--- src/hdl/seh_pkg.sv ---
// shared types and constants for steering end-stop homing
package seh_pkg;

    // field widths
    localparam int unsigned POS_W    = 32;
    localparam int unsigned ABS_W    = 16;
    localparam int unsigned STEP_W   = 20;
    localparam int unsigned THR_W    = 31;
    localparam int unsigned WIN_W    = 20;
    localparam int unsigned MAX_RES  = 3;
    localparam int unsigned RIDX_W   = 2;
    localparam int unsigned IN_DATA_W  = 80;
    localparam int unsigned OUT_DATA_W = 104;
    localparam int unsigned APB_ADDR_W = 4;
    localparam int unsigned APB_DATA_W = 32;

    // operation codes
    localparam logic OP_START  = 1'b0;
    localparam logic OP_SAMPLE = 1'b1;

    // register indexes
    localparam logic [1:0] REG_STEP_INCREMENT   = 2'd0;
    localparam logic [1:0] REG_TORQUE_THRESHOLD = 2'd1;
    localparam logic [1:0] REG_CENTER_WINDOW    = 2'd2;

    // reset values of the registers
    localparam logic [STEP_W-1:0] STEP_RESET = 20'd4096;
    localparam logic [THR_W-1:0]  THR_RESET  = 31'd1000;
    localparam logic [WIN_W-1:0]  WIN_RESET  = 20'd100;

    typedef enum logic [1:0] {
        PH_SEEK_MIN = 2'd0,
        PH_SEEK_MAX = 2'd1,
        PH_DONE     = 2'd2
    } seh_phase_t;

    typedef struct packed {
        logic [STEP_W-1:0] step_increment;
        logic [THR_W-1:0]  torque_threshold;
        logic [WIN_W-1:0]  center_window;
    } seh_cfg_t;

    typedef struct packed {
        logic                    operation;
        logic signed [POS_W-1:0] encoder_position;
        logic signed [POS_W-1:0] motor_torque;
        logic [ABS_W-1:0]        absolute_angle;
    } seh_in_t;

    typedef struct packed {
        logic [POS_W-1:0]        target_position;
        seh_phase_t              seek_phase;
        logic                    min_found;
        logic                    max_found;
        logic signed [POS_W-1:0] min_position;
        logic signed [POS_W-1:0] max_position;
        logic [ABS_W-1:0]        min_absolute;
        logic [ABS_W-1:0]        max_absolute;
    } seh_state_t;

    // all results of one item
    typedef struct packed {
        logic                              has_command;
        logic [RIDX_W-1:0]                 last_index;
        logic [MAX_RES-1:0][POS_W-1:0]     targets;
        logic                              at_center;
        logic signed [POS_W-1:0]           center_position;
    } seh_result_t;

endpackage

--- src/hdl/steering_end_stop_homing_top.sv ---
// Steering end-stop homing: one axis driven against its stops, then to the midpoint.
// An item is taken into an input register, its whole step is worked out
// combinationally and its one to three results go into a result buffer that drains
// one result per cycle while m_axis_tready is high, so single-result items flow at
// one per cycle unless the output stalls; an item with more results holds the output
// side until all are taken, the next item waits in the input register and the input
// stalls. An item passes the input register, then the result buffer, before its first
// result is presented. The user must write the three registers over the APB port at
// byte addresses 0, 4 and 8 only while no item is in flight; the block does not enforce this.
module steering_end_stop_homing_top (
    input  logic                              clk,
    input  logic                              rst_n,
    // input items
    input  logic                              s_axis_tvalid,
    output logic                              s_axis_tready,
    // encoder_position [31:0], motor_torque [63:32], absolute_angle [79:64]
    input  logic [seh_pkg::IN_DATA_W-1:0]     s_axis_tdata,
    // operation [0]
    input  logic                              s_axis_tuser,
    // result items
    output logic                              m_axis_tvalid,
    input  logic                              m_axis_tready,
    // command_target [31:0], at_center [32], center_position [64:33],
    // min_absolute [80:65], max_absolute [96:81], zero [103:97]
    output logic [seh_pkg::OUT_DATA_W-1:0]    m_axis_tdata,
    // command_valid [0]
    output logic                              m_axis_tuser,
    output logic                              m_axis_tlast,
    // configuration
    input  logic                              psel,
    input  logic                              penable,
    input  logic                              pwrite,
    input  logic [seh_pkg::APB_ADDR_W-1:0]    paddr,
    input  logic [seh_pkg::APB_DATA_W-1:0]    pwdata,
    output logic [seh_pkg::APB_DATA_W-1:0]    prdata,
    output logic                              pready
);
    import seh_pkg::*;

    seh_cfg_t                      cfg_reg;
    seh_state_t                    state_reg;
    seh_state_t                    state_next;
    seh_in_t                       in_reg;
    logic                          in_valid_reg;
    seh_result_t                   step_res;
    logic                          out_valid_reg;
    logic                          cmd_valid_reg;
    logic [RIDX_W-1:0]             idx_reg;
    logic [RIDX_W-1:0]             last_reg;
    logic [MAX_RES-1:0][POS_W-1:0] tgt_reg;
    logic                          at_center_reg;
    logic signed [POS_W-1:0]       center_reg;
    logic [ABS_W-1:0]              min_abs_reg;
    logic [ABS_W-1:0]              max_abs_reg;
    logic [POS_W-1:0]              cur_target;
    logic                          out_last;
    logic                          buf_free;
    logic                          advance;
    logic                          cfg_write;

    // handshake control
    assign out_last      = (idx_reg == last_reg);
    assign buf_free      = !out_valid_reg || (m_axis_tready && out_last);
    assign advance       = in_valid_reg && buf_free;
    assign s_axis_tready = !in_valid_reg || advance;

    // configuration port
    assign pready    = 1'b1;
    assign cfg_write = psel && penable && pwrite;

    always_ff @(posedge clk or negedge rst_n)
    begin
        if (!rst_n)
        begin
            cfg_reg.step_increment   <= STEP_RESET;
            cfg_reg.torque_threshold <= THR_RESET;
            cfg_reg.center_window    <= WIN_RESET;
        end
        else if (cfg_write)
        begin
            case (paddr[3:2])
                REG_STEP_INCREMENT:   cfg_reg.step_increment   <= pwdata[STEP_W-1:0];
                REG_TORQUE_THRESHOLD: cfg_reg.torque_threshold <= pwdata[THR_W-1:0];
                REG_CENTER_WINDOW:    cfg_reg.center_window    <= pwdata[WIN_W-1:0];
                default: ;
            endcase
        end
    end

    // register read back
    always_comb
    begin
        case (paddr[3:2])
            REG_STEP_INCREMENT:
                prdata = {{(APB_DATA_W-STEP_W){1'b0}}, cfg_reg.step_increment};
            REG_TORQUE_THRESHOLD:
                prdata = {{(APB_DATA_W-THR_W){1'b0}}, cfg_reg.torque_threshold};
            REG_CENTER_WINDOW:
                prdata = {{(APB_DATA_W-WIN_W){1'b0}}, cfg_reg.center_window};
            default:
                prdata = '0;
        endcase
    end

    // input register
    always_ff @(posedge clk or negedge rst_n)
    begin
        if (!rst_n)
            in_valid_reg <= 1'b0;
        else if (s_axis_tready)
            in_valid_reg <= s_axis_tvalid;
    end

    always_ff @(posedge clk)
    begin
        if (s_axis_tready && s_axis_tvalid)
        begin
            in_reg.operation        <= s_axis_tuser;
            in_reg.encoder_position <= s_axis_tdata[31:0];
            in_reg.motor_torque     <= s_axis_tdata[63:32];
            in_reg.absolute_angle   <= s_axis_tdata[79:64];
        end
    end

    // homing step
    seh_step u_step (
        .cfg  (cfg_reg),
        .cur  (state_reg),
        .item (in_reg),
        .nxt  (state_next),
        .res  (step_res)
    );

    // homing state
    always_ff @(posedge clk or negedge rst_n)
    begin
        if (!rst_n)
        begin
            state_reg.target_position <= '0;
            state_reg.seek_phase      <= PH_SEEK_MIN;
            state_reg.min_found       <= 1'b0;
            state_reg.max_found       <= 1'b0;
            state_reg.min_position    <= '0;
            state_reg.max_position    <= '0;
            state_reg.min_absolute    <= '0;
            state_reg.max_absolute    <= '0;
        end
        else if (advance)
        begin
            state_reg <= state_next;
        end
    end

    // result buffer control
    always_ff @(posedge clk or negedge rst_n)
    begin
        if (!rst_n)
        begin
            out_valid_reg <= 1'b0;
            idx_reg       <= '0;
            last_reg      <= '0;
        end
        else if (advance)
        begin
            out_valid_reg <= 1'b1;
            idx_reg       <= '0;
            last_reg      <= step_res.last_index;
        end
        else if (out_valid_reg && m_axis_tready)
        begin
            if (out_last)
                out_valid_reg <= 1'b0;
            else
                idx_reg <= idx_reg + 1'b1;
        end
    end

    // result buffer payload
    always_ff @(posedge clk)
    begin
        if (advance)
        begin
            cmd_valid_reg <= step_res.has_command;
            tgt_reg       <= step_res.targets;
            at_center_reg <= step_res.at_center;
            center_reg    <= step_res.center_position;
            min_abs_reg   <= state_next.min_absolute;
            max_abs_reg   <= state_next.max_absolute;
        end
    end

    // select the current result
    always_comb
    begin
        case (idx_reg)
            2'd0:    cur_target = tgt_reg[0];
            2'd1:    cur_target = tgt_reg[1];
            2'd2:    cur_target = tgt_reg[2];
            default: cur_target = '0;
        endcase
    end

    assign m_axis_tvalid = out_valid_reg;
    assign m_axis_tlast  = out_last;
    assign m_axis_tuser  = cmd_valid_reg;
    assign m_axis_tdata  = {7'b0, max_abs_reg, min_abs_reg, center_reg, at_center_reg,
                            cur_target};

endmodule

--- src/hdl/seh_step.sv ---
// combinational homing step: next state and the result list for one item
module seh_step (
    input  seh_pkg::seh_cfg_t    cfg,
    input  seh_pkg::seh_state_t  cur,
    input  seh_pkg::seh_in_t     item,
    output seh_pkg::seh_state_t  nxt,
    output seh_pkg::seh_result_t res
);
    import seh_pkg::*;

    logic [POS_W-1:0]        inc;
    logic [POS_W-1:0]        stepped;
    logic                    torque_hit;
    logic                    enc_nonneg;
    logic                    enc_pos;
    logic                    f_sample;
    logic                    f_min;
    logic                    f_max;
    logic [POS_W-1:0]        v_sample;
    logic [POS_W-1:0]        v_min;
    logic [POS_W-1:0]        v_max;
    logic signed [POS_W:0]   sum;
    logic signed [POS_W:0]   sum_adj;
    logic signed [POS_W-1:0] mid;
    logic signed [POS_W:0]   diff;
    logic [POS_W:0]          abs_diff;
    logic [1:0]              n_cmd;

    always_comb
    begin
        nxt = cur;
        inc = '0;
        stepped = cur.target_position;
        f_sample = 1'b0;
        f_min = 1'b0;
        f_max = 1'b0;
        v_sample = '0;
        v_min = {{(POS_W-STEP_W){1'b0}}, cfg.step_increment};
        enc_nonneg = ~item.encoder_position[POS_W-1];
        enc_pos = enc_nonneg && (item.encoder_position != '0);
        torque_hit = ~item.motor_torque[POS_W-1]
                     && (item.motor_torque[THR_W-1:0] > cfg.torque_threshold);

        if (item.operation == OP_START)
        begin
            nxt.target_position = item.encoder_position;
            nxt.seek_phase = PH_SEEK_MIN;
            nxt.min_found = 1'b0;
            nxt.max_found = 1'b0;
        end
        else
        begin
            // phase increment
            case (cur.seek_phase)
                PH_SEEK_MIN: inc = '0 - {{(POS_W-STEP_W){1'b0}}, cfg.step_increment};
                PH_SEEK_MAX: inc = {{(POS_W-STEP_W){1'b0}}, cfg.step_increment};
                default:     inc = '0;
            endcase
            if (!cur.min_found || enc_nonneg)
                stepped = cur.target_position + inc;
            nxt.target_position = stepped;
            f_sample = !cur.min_found || !cur.max_found;
            v_sample = stepped;

            // minimum stop
            if (torque_hit && cur.seek_phase == PH_SEEK_MIN && !cur.min_found)
            begin
                f_min = 1'b1;
                nxt.min_position = item.encoder_position;
                nxt.min_absolute = item.absolute_angle;
                nxt.min_found = 1'b1;
                nxt.seek_phase = PH_SEEK_MAX;
                nxt.target_position = v_min;
            end

            // maximum stop, seen after a possible minimum on the same item
            if (torque_hit && nxt.seek_phase == PH_SEEK_MAX && !cur.max_found && enc_pos)
            begin
                f_max = 1'b1;
                nxt.max_position = item.encoder_position;
                nxt.max_absolute = item.absolute_angle;
                nxt.max_found = 1'b1;
                nxt.seek_phase = PH_DONE;
            end
        end
    end

    // midpoint of the recorded stops, truncated toward zero
    always_comb
    begin
        sum = {nxt.max_position[POS_W-1], nxt.max_position}
              + {nxt.min_position[POS_W-1], nxt.min_position};
        sum_adj = sum + {{POS_W{1'b0}}, sum[POS_W]};
        mid = sum_adj[POS_W:1];
        v_max = mid;
    end

    // distance to the midpoint
    always_comb
    begin
        diff = {item.encoder_position[POS_W-1], item.encoder_position}
               - {mid[POS_W-1], mid};
        abs_diff = diff[POS_W] ? (~diff + 1'b1) : diff;
    end

    // pack the commands into the result list in issue order, window test
    always_comb
    begin
        res.at_center = nxt.min_found && nxt.max_found
                        && (abs_diff < {{(POS_W+1-WIN_W){1'b0}}, cfg.center_window});
        res.center_position = (nxt.min_found && nxt.max_found) ? mid : '0;
        n_cmd = 2'({1'b0, f_sample} + {1'b0, f_min} + {1'b0, f_max});
        res.has_command = (n_cmd != 2'd0);
        res.last_index = (n_cmd == 2'd0) ? '0 : RIDX_W'(n_cmd - 2'd1);
        if (f_sample)
            res.targets[0] = v_sample;
        else if (f_min)
            res.targets[0] = v_min;
        else if (f_max)
            res.targets[0] = v_max;
        else
            res.targets[0] = '0;
        res.targets[1] = (f_sample && f_min) ? v_min : v_max;
        res.targets[2] = v_max;
    end

endmodule
--- config.mk ---
export PLATFORM = sky130hd
export DESIGN_NAME = steering_end_stop_homing_top
export DESIGN_NICKNAME = d
export VERILOG_FILES = /design/src/hdl/seh_pkg.sv /design/src/hdl/steering_end_stop_homing_top.sv /design/src/hdl/seh_step.sv
export SDC_FILE = /design/constraint.sdc
export NUM_CORES = 1
export LEC_CHECK = 0
export BUFFER_PORTS_ARGS = -buffer_cell sky130_fd_sc_hd__buf_2
export CAP_MARGIN = 20
export CORE_UTILIZATION = 50
export DETAILED_ROUTE_END_ITERATION = 10
export PLACE_DENSITY = 0.77
export SYNTH_ARGS = -nofsm -noshare
export SYNTH_HDL_FRONTEND = slang
export SYNTH_SLANG_ARGS = --single-unit
--- constraint.sdc ---
create_clock -name clk -period 22.5 [get_ports clk]
set_input_delay 4.5 -clock clk [delete_from_list [all_inputs] [get_ports clk]]
set_output_delay 4.5 -clock clk [all_outputs]
set_load 0.02 [all_outputs]
## Word level (Yosys, flattened, before mapping)

Cells that the tools add are included.

| word-level totals | value |
|---|---|
| register bits after elaboration | 452 |
| bits of input ports | 124 |
| output and inout bits | 141 |
| logic and storage cells | 121 |

| operators by class | value |
|---|---|
| add/sub/neg operators | 10 |
| order comparisons | 2 |
| equal/unequal tests | 8 |
| mux-type cells | 33 |
| bitwise gates (word level) | 3 |
| reduce and logical (&&, ||, !) cells | 37 |

Operators with widths:

| operator | number |
|---|---|
| 2-to-1 mux 32 bit | 8 |
| 2-to-1 mux 96 bit | 1 |
| one-hot mux 32 bit (3 select lines) | 1 |
| one-hot mux 31 bit (3 select lines) | 1 |
| 2-to-1 mux 35 bit | 2 |
| one-hot mux 32 bit (2 select lines) | 1 |
| 2-to-1 mux 36 bit | 1 |
| adder 32 x 32 -> 33 bit | 1 |
| adder 33 x 1 -> 33 bit | 1 |
| adder 33 x 1 -> 33 bit (second input constant) | 1 |
| less-than comparator 33 x 20 -> 1 bit | 1 |
| 2-to-1 mux 33 bit | 1 |
| NOT 33 bit | 1 |
| subtractor 32 x 32 -> 33 bit | 1 |
| adder 32 bit | 1 |
| 2-to-1 mux 16 bit | 2 |
| nonzero test 32 bit | 1 |
| greater-than comparator 31 bit | 1 |
| subtractor 1 x 20 -> 21 bit (first input constant) | 1 |
| 2-to-1 mux 20 bit | 1 |
| logical AND 1 bit | 16 |
| 2-to-1 mux 2 bit | 5 |
| AND reduction 2 bit | 5 |
| 2-to-1 mux 1 bit | 9 |
| other kinds (13) | 29 |

## Logic depth before layout (Yosys ltp)

| depth | value |
|---|---|
| word-level depth | 21 |
| depth in mapped cells | 72 |

## Modules after synthesis

From an unflattened synthesis, not the netlist that was laid out.

| unflattened totals | value |
|---|---|
| cells, all modules | 3268 |
| area, all modules | 30714.5 um^2 |

By module, submodules not included:

| module | instances | cells each | area each (um^2) |
|---|---|---|---|
| steering_end_stop_homing_top | 1 | 1517 | 19506.2 |
| seh_step | 1 | 1751 | 11208.2 |

## Worst setup path before layout

No wires, ideal clock.

| path | value |
|---|---|
| kind | register to register |
| start point | reg cfg_reg[21] (netlist bit) |
| end point | reg at_center_reg, data pin |
| data arrival time | 11.426 ns |
| setup slack | 10.898 ns |
| stages on the path, launching flop included | 68 |
| path buffers | 5 |
| path through | dfrtp_1 inv_1 ha_1 nor2b_1 o21a_1 o21a_1 o21a_1 o21ai_0 nand2b_1 a21oi_1 o21a_1 o21ai_0 a21oi_1 nor3_1 nor2_1 or3_1 clkbuf_1 clkinv_1 (+32 left out) a21boi_0 o21ai_0 nand2b_1 a21oi_1 nor2b_1 o21ai_0 nand2b_1 a21oi_1 nor2b_1 o21ai_0 a21oi_1 o21ai_0 nand2b_1 a21oi_1 o21ai_0 o2111ai_1 nand2_1 nor4_1 |

RTL lines:

| item | line | RTL |
|---|---|---|
| start, declared | steering_end_stop_homing_top.sv:40 | `seh_cfg_t cfg_reg;` |
| end signal, assigned | steering_end_stop_homing_top.sv:185 | `at_center_reg <= step_res.at_center;` |
| end, declared | steering_end_stop_homing_top.sv:51 | `logic at_center_reg;` |

==> flow_metrics.tcl <==
set metrics [dict create \
    run_status "complete, no violations" \
    grt_pass1_wl_um 117000 \
    synth_ff_type "edfxtp_1" \
    path_class "reg -> reg" \
    drc_errors 0 \
    gp_congestion 0.917 \
    clockRootBuffer "clkbuf_16" \
    clk_pin_slew_ns 0.07 \
    multi_input_area_um2 14100 \
    antenna_found_initial 2 \
    grt_max_degree 138 \
    slew_headroom_pct 25.0 \
    first_pass_iters 7 \
    layout_commonest_cell "nand2_1" \
    slew_viol_final 0 \
    cp_slowest_stage_delay_ns 0.74 \
    postCtsHoldBufs 0 \
    cts_buffers 50 \
    synth_seq_cells 452 \
    crit_family "compound AO/OA/AOI/OAI gates" \
    die_w_um 237 \
    vias 22000 \
    syn_area_um2 27700 \
    routed_wirelength_um 74500 \
    num_rows 85 \
    synthArstFlopShare_pct 46.2 \
    crit_buf_inv 8 \
    rsz0062_at_grt "false" \
    hold_viol 0 \
    synth_edf_count 243 \
    die_h_um 237 \
    dp_slack_ns 7.60 \
    core_um2 54200 \
    rr_startpoint "cfg_reg[21]$_DFFE_PN0P_" \
    min_from "state_reg[63]$_DFFE_PN0P_" \
    dp_hpwl_um 53700 \
    grt_pass1_vias 21800 \
    mostFrequentLayoutCells "nand2_1, nor2_1, buf_2" \
    synth_warnings 0 \
    nets 3221 \
    synth_cell_types 123 \
    cts_resized 0 \
    avgViaCountPerCell 5.96 \
    path_common_cell "o21ai_0" \
    syn_avg_cell_area_um2 10.1 \
    fin_crit_sh_pct 67.5 \
    worstPathArrival_ns 15.61 \
    cts.sinks 452 \
    post_drt_wl_per_cell_um 20.2 \
    drive_gt1_share_pct 20.9 \
    clk_latency_ns 0.63 \
    tightest_slew_ns 1.13 \
    port_buffers 252 \
    post_cts_buffers 0 \
    syn_inst 2748 \
    cts_max_level 2 \
    report.final.setup_viol 0 \
    slowest_stage "xnor2_1" \
    grt_remaining_overflow 0 \
    die_area_um2 56300 \
    largest_reg_flops 132 \
    ant_nets 0 \
    cts_tree "done" \
    hp-class "reg -> reg" \
    synth.yosys.seq_area_share_pct 45.3 \
    start_util_pct 51.0 \
    setup.worst_path.start "cfg_reg[21]$_DFFE_PN0P_" \
    crit_path_max_fanout 36 \
    area_growth_pct 12.4 \
    drt_iter0_markers 1936 \
    setup_tns_ns 0 \
    crit_path_end_kind "register" \
    clk_path_buf_depth 3 \
    cp-start-kind "register" \
    finClkSkew_ns 0.0311 \
    maxCapViolCount 0 \
    boundaryPins 265 \
    period_minus_slack_ns 15.20 \
    track_usage_pct 26.4 \
    timing.fmax_mhz 65.8 \
    seq_area_um2 12500 \
    crit_required_ns 22.91 \
    layout_setup_ws_ns 7.30 \
    fill_cells 4638 \
]
[cell usage after synthesis, types with 24 or more instances]
master / instances / area [µm²]
nand2_1: 331 / 1240
nor2_1: 260 / 976
edfxtp_1: 243 / 7300
dfrtp_1: 199 / 4980
o21ai_0: 178 / 891
mux2_2: 172 / 1940
a21oi_1: 163 / 816
ha_1: 143 / 1790
inv_1: 121 / 454
clkbuf_1: 105 / 394
xnor2_1: 79 / 692
xor2_1: 47 / 412
mux2i_1: 46 / 460
and2_1: 40 / 250
nor3_1: 38 / 190
a21o_1: 37 / 278
nand3_1: 34 / 170
a222oi_1: 32 / 320
and3_1: 27 / 169
nand4_1: 25 / 156
nor2b_1: 24 / 150
[worst paths after layout]
check,slack (ns),end,cells after the start
worst max-delay path,7.30,at_center_reg$_DFFE_PP_,68
worst min register to register,0.48,state_reg[63]$_DFFE_PN0P_,1
worst max register to register,7.30,at_center_reg$_DFFE_PP_,68
max in group asynchronous,17.17,cfg_reg[1]$_DFFE_PN0P_,2
min in group asynchronous,3.85,in_valid_reg$_DFFE_PN0N_,1
worst min-delay path,0.48,state_reg[63]$_DFFE_PN0P_,1
[kinds of logic after synthesis]
family / Yosys count / share of synthesized area (%)
XOR/XNOR: 138 / 4.79
adder cells (fa/ha/maj): 158 / 7.15
flip-flops: 452 / 45.3
other: 2 / 0.0272
buffers and inverters: 270 / 3.97
AND/OR/NAND/NOR: 908 / 15.8
AO/OA/AOI/OAI: 600 / 14.2
multiplexers: 220 / 8.75
[per-layer routing]
metal,vias to the layer above,track usage (%),share of wire [%]
met1,10700,32.9,40
met2,793,44.3,48
met4,0,13.2,5.0
met5,-,0,0
met3,207,4.68,6.8
li1,10300,-,-
[metrics by stage]
step	hold WS (ns)	instance area (µm²)	std cells	util, %
2_1_floorplan	0.444	27700	2755	-
3_3_place_gp	0.462	29500	3593	54.4
3_5_place_dp	0.465	29500	3595	54.4
4_1_cts	0.482	31100	3689	57.3
5_1_grt	0.502	31100	3691	57.3
6_report	0.482	31100	3691	57.3
[final cells by class]
cell class | instances | area share [%]
antenna | 2 | 0.0161
clock buffer | 66 | 4.28
sequential | 452 | 40.3
inverter | 128 | 1.57
timing repair buffer | 286 | 4.93
clock inverter | 28 | 0.721
tap | 696 | 2.80
multi-input combinational | 2033 | 45.3
Power is not shown: default switching activity piles up to over one toggle a cycle in this logic, so the estimate is an artifact.
